==> config.mk <==
export PLATFORM = sky130hd
export DESIGN_NAME = sha1_stream_hasher
export DESIGN_NICKNAME = d
export VERILOG_FILES = /design/src/design/sha1s_pkg.sv /design/src/design/sha1s_front.sv /design/src/design/sha1s_back.sv /design/src/design/sha1_stream_hasher.sv
export SDC_FILE = /design/constraint.sdc
export NUM_CORES = 2
export LEC_CHECK = 0
export BUFFER_PORTS_ARGS = -buffer_cell sky130_fd_sc_hd__buf_2
export CORE_MARGIN = 8
export CORE_UTILIZATION = 50
export CTS_BUF_LIST = sky130_fd_sc_hd__clkbuf_8
export DETAILED_ROUTE_END_ITERATION = 7
export PLACE_DENSITY = 0.67
export SYNTH_ARGS = -nofsm -noshare
export SYNTH_HDL_FRONTEND = slang
export SYNTH_SLANG_ARGS = --single-unit
==> constraint.sdc <==
create_clock -name clk -period 6.8 [get_ports clk]
set_clock_uncertainty 0.15 [all_clocks]
set_input_delay 0.68 -clock clk [delete_from_list [all_inputs] [get_ports clk]]
set_output_delay 0.68 -clock clk [all_outputs]
set_load 0.01 [all_outputs]
==> src/design/sha1s_pkg.sv <==
`timescale 1ns / 1ps
package sha1s_pkg;

    typedef struct packed {
        logic [7:0] message_byte;
        logic       byte_present;
        logic       end_of_message;
    } byte_item_t;

    typedef struct packed {
        logic [31:0] digest_word;
        logic [2:0]  word_index;
        logic        last_word;
    } digest_item_t;

    typedef enum logic [1:0] {
        K_NONE,
        K_BYTE,
        K_END,
        K_BYTE_END
    } kind_t;

    typedef struct packed {
        kind_t      kind;
        logic [7:0] data;
    } q_entry_t;

    typedef struct packed {
        logic     valid;
        q_entry_t entry;
    } q_out_t;

    typedef enum logic [2:0] {
        ST_ABSORB,
        ST_PAD,
        ST_ROUND,
        ST_FOLD,
        ST_EMIT
    } back_state_t;

    typedef enum logic [1:0] {
        RET_ABSORB,
        RET_PAD,
        RET_EMIT
    } ret_t;

    localparam logic [4:0][31:0] H_INIT = {
        32'hC3D2E1F0, 32'h10325476, 32'h98BADCFE, 32'hEFCDAB89, 32'h67452301
    };

    localparam logic [31:0] K_0 = 32'h5A827999;
    localparam logic [31:0] K_1 = 32'h6ED9EBA1;
    localparam logic [31:0] K_2 = 32'h8F1BBCDC;
    localparam logic [31:0] K_3 = 32'hCA62C1D6;

    localparam logic [7:0] PAD_MARK        = 8'h80;
    localparam logic [6:0] LAST_ROUND      = 7'd79;
    localparam logic [5:0] BLOCK_LAST_BYTE = 6'd63;
    localparam logic [5:0] LEN_START       = 6'd56;
    localparam logic [2:0] LAST_WORD_IDX   = 3'd4;

    function automatic kind_t classify(input byte_item_t it);
        kind_t k;
        case ({it.byte_present, it.end_of_message})
            2'b10:   k = K_BYTE;
            2'b01:   k = K_END;
            2'b11:   k = K_BYTE_END;
            default: k = K_NONE;
        endcase
        return k;
    endfunction

    function automatic logic [31:0] round_k(input logic [6:0] j);
        logic [31:0] k;
        if (j < 7'd20)
            k = K_0;
        else if (j < 7'd40)
            k = K_1;
        else if (j < 7'd60)
            k = K_2;
        else
            k = K_3;
        return k;
    endfunction

    function automatic logic [31:0] round_f(input logic [6:0] j, input logic [31:0] b,
                                            input logic [31:0] c, input logic [31:0] d);
        logic [31:0] f;
        if (j < 7'd20)
            f = (b & c) | (~b & d);
        else if (j < 7'd40 || j >= 7'd60)
            f = b ^ c ^ d;
        else
            f = (b & c) | (b & d) | (c & d);
        return f;
    endfunction

endpackage

==> src/design/sha1s_front.sv <==
`timescale 1ns / 1ps
module sha1s_front (
    input  logic                  clk,
    input  logic                  rst_n,
    input  logic                  byte_valid,
    output logic                  byte_stall,
    input  sha1s_pkg::byte_item_t byte_item,
    output sha1s_pkg::q_out_t     qo,
    input  logic                  pop
);
    import sha1s_pkg::*;

    localparam int QDepth = 2;
    localparam int PtrW   = $clog2(QDepth);
    localparam int CntW   = $clog2(QDepth + 1);

    q_entry_t          entry_reg [QDepth];
    logic [PtrW-1:0]   wr_ptr_reg;
    logic [PtrW-1:0]   rd_ptr_reg;
    logic [CntW-1:0]   count_reg;
    kind_t             kind;
    logic              push;
    logic              do_pop;

    assign byte_stall = (count_reg == CntW'(QDepth));
    assign kind       = classify(byte_item);
    // drop requests that carry neither a byte nor an end marker
    assign push       = byte_valid && !byte_stall && (kind != K_NONE);
    assign do_pop     = pop && (count_reg != '0);

    assign qo.valid       = (count_reg != '0);
    assign qo.entry       = entry_reg[rd_ptr_reg];

    always_ff @(posedge clk)
    begin
        if (push)
        begin
            entry_reg[wr_ptr_reg].kind <= kind;
            entry_reg[wr_ptr_reg].data <= byte_item.message_byte;
        end
    end

    always_ff @(posedge clk or negedge rst_n)
    begin
        if (!rst_n)
        begin
            wr_ptr_reg <= '0;
            rd_ptr_reg <= '0;
            count_reg  <= '0;
        end
        else
        begin
            if (push)
                wr_ptr_reg <= (wr_ptr_reg == PtrW'(QDepth - 1)) ? '0 : wr_ptr_reg + 1'b1;
            if (do_pop)
                rd_ptr_reg <= (rd_ptr_reg == PtrW'(QDepth - 1)) ? '0 : rd_ptr_reg + 1'b1;
            if (push && !do_pop)
                count_reg <= count_reg + 1'b1;
            else if (!push && do_pop)
                count_reg <= count_reg - 1'b1;
        end
    end

endmodule

==> src/design/sha1s_back.sv <==
`timescale 1ns / 1ps
module sha1s_back (
    input  logic                    clk,
    input  logic                    rst_n,
    input  sha1s_pkg::q_out_t       qo,
    output logic                    pop,
    output logic                    digest_valid,
    input  logic                    digest_stall,
    output sha1s_pkg::digest_item_t digest_item
);
    import sha1s_pkg::*;

    back_state_t  state_reg, state_next;
    ret_t         ret_reg, ret_next;
    logic [5:0]   bc_reg, bc_next;
    logic [63:0]  bits_reg, bits_next;
    logic         mark_reg, mark_next;
    logic         len_reg, len_next;
    logic [6:0]   round_reg, round_next;
    logic [2:0]   emit_reg, emit_next;
    logic [31:0]  chain_reg [5];
    logic [31:0]  chain_next [5];
    logic [31:0]  vars_reg [5];
    logic [31:0]  vars_next [5];
    logic [23:0]  acc_reg, acc_next;
    logic [31:0]  sched_reg [16];
    logic [31:0]  sched_next [16];
    logic         out_valid_reg, out_valid_next;
    digest_item_t out_item_reg, out_item_next;

    logic         put_en;
    logic [7:0]   put_val;
    logic [63:0]  len_shift;
    logic [31:0]  sched_x;
    logic [31:0]  sched_new;
    logic [31:0]  round_t;
    logic         has_byte;
    logic         has_end;

    assign digest_valid = out_valid_reg;
    assign digest_item  = out_item_reg;

    assign len_shift = bits_reg << {bc_reg[2:0], 3'b000};
    assign sched_x   = sched_reg[13] ^ sched_reg[8] ^ sched_reg[2] ^ sched_reg[0];
    assign sched_new = {sched_x[30:0], sched_x[31]};
    assign round_t   = {vars_reg[0][26:0], vars_reg[0][31:27]}
                     + round_f(round_reg, vars_reg[1], vars_reg[2], vars_reg[3])
                     + vars_reg[4] + round_k(round_reg) + sched_reg[0];
    assign has_byte  = (qo.entry.kind == K_BYTE) || (qo.entry.kind == K_BYTE_END);
    assign has_end   = (qo.entry.kind == K_END) || (qo.entry.kind == K_BYTE_END);

    always_comb
    begin
        state_next     = state_reg;
        ret_next       = ret_reg;
        bc_next        = bc_reg;
        bits_next      = bits_reg;
        mark_next      = mark_reg;
        len_next       = len_reg;
        round_next     = round_reg;
        emit_next      = emit_reg;
        chain_next     = chain_reg;
        vars_next      = vars_reg;
        acc_next       = acc_reg;
        sched_next     = sched_reg;
        out_valid_next = out_valid_reg;
        out_item_next  = out_item_reg;
        pop            = 1'b0;
        put_en         = 1'b0;
        put_val        = 8'h00;

        if (out_valid_reg && !digest_stall)
            out_valid_next = 1'b0;

        case (state_reg)
            ST_ABSORB:
            begin
                if (qo.valid)
                begin
                    pop = 1'b1;
                    if (has_byte)
                    begin
                        put_en    = 1'b1;
                        put_val   = qo.entry.data;
                        bits_next = bits_reg + 64'd8;
                    end
                    if (has_byte && bc_reg == BLOCK_LAST_BYTE)
                    begin
                        state_next = ST_ROUND;
                        ret_next   = has_end ? RET_PAD : RET_ABSORB;
                        round_next = '0;
                        for (int i = 0; i < 5; i++)
                            vars_next[i] = chain_reg[i];
                    end
                    else if (has_end)
                        state_next = ST_PAD;
                end
            end
            ST_PAD:
            begin
                put_en = 1'b1;
                if (!mark_reg)
                begin
                    put_val   = PAD_MARK;
                    mark_next = 1'b1;
                end
                else if (len_reg || bc_reg == LEN_START)
                begin
                    put_val  = len_shift[63:56];
                    len_next = 1'b1;
                end
                if (bc_reg == BLOCK_LAST_BYTE)
                begin
                    state_next = ST_ROUND;
                    ret_next   = len_reg ? RET_EMIT : RET_PAD;
                    round_next = '0;
                    for (int i = 0; i < 5; i++)
                        vars_next[i] = chain_reg[i];
                end
            end
            ST_ROUND:
            begin
                for (int i = 0; i < 15; i++)
                    sched_next[i] = sched_reg[i + 1];
                sched_next[15] = sched_new;
                vars_next[0]   = round_t;
                vars_next[1]   = vars_reg[0];
                vars_next[2]   = {vars_reg[1][1:0], vars_reg[1][31:2]};
                vars_next[3]   = vars_reg[2];
                vars_next[4]   = vars_reg[3];
                round_next     = round_reg + 7'd1;
                if (round_reg == LAST_ROUND)
                    state_next = ST_FOLD;
            end
            ST_FOLD:
            begin
                for (int i = 0; i < 5; i++)
                    chain_next[i] = chain_reg[i] + vars_reg[i];
                case (ret_reg)
                    RET_PAD:  state_next = ST_PAD;
                    RET_EMIT: state_next = ST_EMIT;
                    default:  state_next = ST_ABSORB;
                endcase
            end
            ST_EMIT:
            begin
                if (!out_valid_reg || !digest_stall)
                begin
                    out_valid_next            = 1'b1;
                    out_item_next.digest_word = chain_reg[emit_reg];
                    out_item_next.word_index  = emit_reg;
                    out_item_next.last_word   = (emit_reg == LAST_WORD_IDX);
                    emit_next                 = emit_reg + 3'd1;
                    if (emit_reg == LAST_WORD_IDX)
                    begin
                        // start over for the next message
                        emit_next  = '0;
                        bits_next  = '0;
                        mark_next  = 1'b0;
                        len_next   = 1'b0;
                        state_next = ST_ABSORB;
                        for (int i = 0; i < 5; i++)
                            chain_next[i] = H_INIT[i];
                    end
                end
            end
            default:
            begin
                state_next = ST_ABSORB;
            end
        endcase

        // pack bytes big-endian; a finished word enters the schedule line
        if (put_en)
        begin
            acc_next = {acc_reg[15:0], put_val};
            bc_next  = bc_reg + 6'd1;
            if (bc_reg[1:0] == 2'b11)
            begin
                for (int i = 0; i < 15; i++)
                    sched_next[i] = sched_reg[i + 1];
                sched_next[15] = {acc_reg, put_val};
            end
        end
    end

    always_ff @(posedge clk or negedge rst_n)
    begin
        if (!rst_n)
        begin
            state_reg     <= ST_ABSORB;
            ret_reg       <= RET_ABSORB;
            bc_reg        <= '0;
            bits_reg      <= '0;
            mark_reg      <= 1'b0;
            len_reg       <= 1'b0;
            round_reg     <= '0;
            emit_reg      <= '0;
            out_valid_reg <= 1'b0;
            for (int i = 0; i < 5; i++)
                chain_reg[i] <= H_INIT[i];
        end
        else
        begin
            state_reg     <= state_next;
            ret_reg       <= ret_next;
            bc_reg        <= bc_next;
            bits_reg      <= bits_next;
            mark_reg      <= mark_next;
            len_reg       <= len_next;
            round_reg     <= round_next;
            emit_reg      <= emit_next;
            out_valid_reg <= out_valid_next;
            chain_reg     <= chain_next;
        end
    end

    always_ff @(posedge clk)
    begin
        vars_reg     <= vars_next;
        acc_reg      <= acc_next;
        sched_reg    <= sched_next;
        out_item_reg <= out_item_next;
    end

endmodule

==> src/design/sha1_stream_hasher.sv <==
`timescale 1ns / 1ps
// Channel   Valid          Stall          Payload
// byte      byte_valid     byte_stall     byte_item   (message_byte, byte_present, end_of_message)
// digest    digest_valid   digest_stall   digest_item (digest_word, word_index, last_word)
//
// Each data byte goes through the packer; a full 64-byte block then runs the 80 rounds
// of the single round unit and a fold into the chain words.
// An end marker without a byte is popped on its own; finishing then adds the padding
// bytes (9 to 72), the rounds and fold of each final block (one or two), and the
// emission of the five digest words.
// Reset loads the initial chain words and clears all counters; no clearing pass.
// A two-deep request queue absorbs input while the back end compresses; the digest
// register holds a word under stall; only after the last word does the back end absorb again.
module sha1_stream_hasher (
    input  logic                    clk,
    input  logic                    rst_n,
    input  logic                    byte_valid,
    output logic                    byte_stall,
    input  sha1s_pkg::byte_item_t   byte_item,
    output logic                    digest_valid,
    input  logic                    digest_stall,
    output sha1s_pkg::digest_item_t digest_item
);
    import sha1s_pkg::*;

    q_out_t qo;
    logic   pop;

    sha1s_front u_front (
        .clk        (clk),
        .rst_n      (rst_n),
        .byte_valid (byte_valid),
        .byte_stall (byte_stall),
        .byte_item  (byte_item),
        .qo         (qo),
        .pop        (pop)
    );

    sha1s_back u_back (
        .clk          (clk),
        .rst_n        (rst_n),
        .qo           (qo),
        .pop          (pop),
        .digest_valid (digest_valid),
        .digest_stall (digest_stall),
        .digest_item  (digest_item)
    );

    assert property (@(posedge clk) disable iff (!rst_n) pop |-> qo.valid)
        else $error("back end popped an empty queue");

    assert property (@(posedge clk) disable iff (!rst_n) qo.valid |-> qo.entry.kind != K_NONE)
        else $error("empty request reached the queue");

    assert property (@(posedge clk) disable iff (!rst_n)
        digest_valid && digest_item.last_word |-> digest_item.word_index == LAST_WORD_IDX)
        else $error("last digest word at wrong index");

endmodule
==> reports/qor.csv <==
stage,metric,value,unit
pwr,p_leak,24.6,nW
pwr,power,25.2,mW
yosys,synth_seq_area_share,46.3,%
timing,drv_slew,0,
timing,fmax,154,MHz
timing,timing.final.crit_period,6.51,ns
global_route,grt_usage,22.7,%
die,die_h,337,um
yosys,async_flop_share,24.9,%
detailed_routing,drcViolationCount,0,
critical_path,path_max_fanout,18,
clocking,cts_tree,built,
timing,fin_crit_sh,95.7,%
layout,drive_gt1_share,19.3,%
detailed_routing,wl,129000,um
clocking,htreeDepth,4,
critical_path,critPathMaxStageDelay,0.49,ns
timing,setup_ws,0.293,ns
detailed_routing,drt-initial-drc-count,2797,
critical_path,critical-path-top-delay-family,compound AO/OA/AOI/OAI gates,
detailed_routing,drt-pass1-iter-count,5,
yosys,synthFlopType,dfxtp_1,
critical_path,slowest_stage,fa_1,
critical_path,path_buf_inv,3,
clocking,insertion_delay,0.87,ns
min_path,min_path_type,in -> reg,
die,core-area,102000,um2
critical_path,crit_required,7.20,ns
outcome,status,finished clean,
run,maxCapViolCount,0,
die,die_area,113000,um2
die,start_util,50.4,%
critical_path,critPathKind,reg -> reg,
detailed_routing,routedWlPerCell,20.1,um
yosys,synth_top_area_share,19.9,%
yosys,avgSynthCellArea,10.6,um2
yosys,yosysTopAreaCell,dfxtp_1,
yosys,synth_edf_count,240,
clocking,root_buffer,clkbuf_8,
die,pin_count,52,
yosys,syn_inst,4853,
timing,tightest_slew,1.13,ns
clocking,cts_sinks,1001,
layout,largest_reg_flops,512,
yosys,syn_area,51400,um2
clocking,numCtsBuffers,170,
critical_path,cp-end-kind,register,
global_route,grt_pass1_wl,204000,um
global_route,antenna_found_initial,1,
die,die_x,337,um
timing,finalHoldViolations,0,
layout,area_delta_synth_final,10.2,%
yosys,ys_ff_latch,1001,
layout,stdcell_area,56600,um2
die,placementRows,117,
global_route,grt_max_degree,166,
global_route,grt_pass1_vias,35782,
placed_design,portBuffers,51,
clocking,cts.clk_slew.worst_paths,0.06,ns
global_route,grt-ovfl-total,0,
placed_design,placed_area,53000,um2
timing,setup_viol,0,
yosys,syn_nets,5218,
pwr,p_per_area,446,nW/um2
pwr,peakVddDrop,0.000339,V
yosys,synth.area.top_cells,"dfxtp_1 (20%), edfxtp_1 (14%), mux2_2 (11%), dfrtp_1 (8.2%), ha_1 (5.5%)",
critical_path,crit_path_start_kind,register,
timing,relSlewSlack,24.6,%
layout,final_nets,5289,
placed_design,pre_cts_slack,0.212,ns
detailed_routing,via_count,36541,
placed_design,routabilityCongestion,0.932,
timing,rsz0062_at_grt,no,
yosys,synth_cell_types,80,
timing,fin_setup_tns,0,ns
detailed_routing,viasPerCell,5.68,
critical_path,crit_arrival,6.91,ns
placed_design,dp_hpwl,88700,um
layout,final_core_util,55.6,%
yosys,ys_warn_count,0,
critical_path,cp_cell_sequence,"a41o_1, or2_2, nand2_1, buf_4, nor2_1, nor2_1, fa_1, fa_1, inv_1, fa_1, inv_1, ha_1, a21o_1, a21oi_1, o21ai_0, a31oi_1, o21ai_1, a311o_1, o31ai_2, a21oi_1, a21oi_1, xnor2_1, o21ai_0",
clocking,clock_path_buffers,3,
detailed_routing,antenna_left,0,
## layout by cell type, fill, tap and decap left out, types with 19 or more instances in the layout
cell type    n
nor2_1     263
o32ai_1     19
a21oi_1    239
nand2b_1    39
nand2_1    594
buf_2       50
mux2i_1     23
dfstp_2     80
nor2b_1     52
nand3_1     99
a21o_1      72
and3_1      31
dfrtp_1    167
xor2_1     126
a31oi_1     22
ha_1       227
a211oi_1    29
mux2_2     484
fa_1       124
mux4_2      45
o31ai_1     19
nand4_1     24
o21ai_0    377
buf_4       35
xnor2_1    178
edfxtp_1   240
clkbuf_8   201
or3_1       33
nor3_1      50
inv_1      331
dfxtp_1    512
o21a_1      31
## synthesized netlist by cell type (7+ instances only)
cell type    n
nand2_1    595
dfxtp_1    512
mux2_2     484
o21ai_0    378
nor2_1     267
inv_1      264
edfxtp_1   240
a21oi_1    239
ha_1       227
xnor2_1    178
clkbuf_1   175
dfrtp_1    169
xor2_1     126
fa_1       124
nand3_1    100
dfstp_2     80
a21o_1      72
nor2b_1     53
nor3_1      51
mux4_2      45
nand2b_1    39
or3_1       34
and3_1      32
o21a_1      31
a211oi_1    29
nand4_1     24
a31oi_1     23
mux2i_1     23
buf_1       21
o31ai_1     20
o32ai_1     19
o21bai_1    16
o32a_1      12
and2_1       9
a31o_2       7
o22ai_1      7
or2_2        7
## cell families (layout without fill, tap and decap cells)
logic type | after synthesis | count (layout) | synth area share, %
simple gates | 1246 | 1246 | 10.8
flops | 1001 | 1001 | 46.3
compound gates | 930 | 930 | 10.9
mux | 552 | 552 | 13.0
buf+inv | 469 | 683 | 3.48
fa+ha+maj | 351 | 351 | 10.4
xor+xnor | 304 | 304 | 5.18
other cells | 0 | 2 | 0
## cell type report
type                       instances  area [um2]
fill                            8888       45300
timing repair buffer             104         768
multi-input combinational       3383       25900
clock inverter                   114         698
antenna                            2        5.00
sequential                      1001       23800
inverter                         264         996
tap                             1368        1710
clock buffer                     201        2770
## path summary, 6_finish.rpt
kind / from / end / slack, ns / depth (start not counted)
hold reg to reg: u_back.acc_reg[16] / u_back.sched_reg[24] / 0.30 / 2
hold / removal: byte_valid / u_front.wr_ptr_reg / 0.11 / 4
setup / recovery: u_back.round_reg[3] / u_back.vars_reg[159] / 0.29 / 23
max in group asynchronous: rst_n / u_back.chain_reg[80] / 4.68 / 3
min in group asynchronous: rst_n / u_front.wr_ptr_reg / 0.31 / 2
setup reg to reg: u_back.round_reg[3] / u_back.vars_reg[159] / 0.29 / 23
## worst register-to-register path: stages (launching register included)
cell	delay, ns
dfrtp_1	0.46
a41o_1	0.38
or2_2	0.35
nand2_1	0.16
buf_4	0.28
nor2_1	0.07
nor2_1	0.14
fa_1	0.45
fa_1	0.49
inv_1	0.05
fa_1	0.47
inv_1	0.04
ha_1	0.36
a21o_1	0.21
a21oi_1	0.13
o21ai_0	0.18
a31oi_1	0.35
o21ai_1	0.22
a311o_1	0.42
o31ai_2	0.32
a21oi_1	0.12
a21oi_1	0.21
xnor2_1	0.13
o21ai_0	0.08
## layer usage
metal / up-vias / part of all wire [%] / track usage [%]
li1: 17195 / - / -
met1: 17862 / 45 / 31.4
met2: 1217 / 44 / 35.0
met3: 267 / 7.2 / 4.70
met4: 0 / 3.7 / 8.92
met5: - / 0 / 0
## report_power, final
group	switching [mW]	leakage (nW)	internal (mW)	total, mW
sequential	1.37	9.28	8.17	9.54
clock	2.57	2.04	2.88	5.45
combinational	5.60	13.3	4.65	10.2
total	9.54	24.6	15.7	25.2
## stage by stage
step / hold WS (ns) / instances
final: 0.111 / 6437
after global routing: 0.138 / 6437
after CTS: 0.0421 / 6435
after detailed placement: 0.282 / 6108
after global placement: 0.281 / 6108
after floorplan: 0.234 / 4853
## timing repair
action | 4_1_cts | 5_1_grt
setup endpoints to repair | 0 | 4
hold buffers | 12 | 0
gates resized for setup | 0 | 4
endpoints found under the hold margin | 111 | 0
setup buffers | 0 | 0
Note: power is estimated with default switching activity, not from simulation.
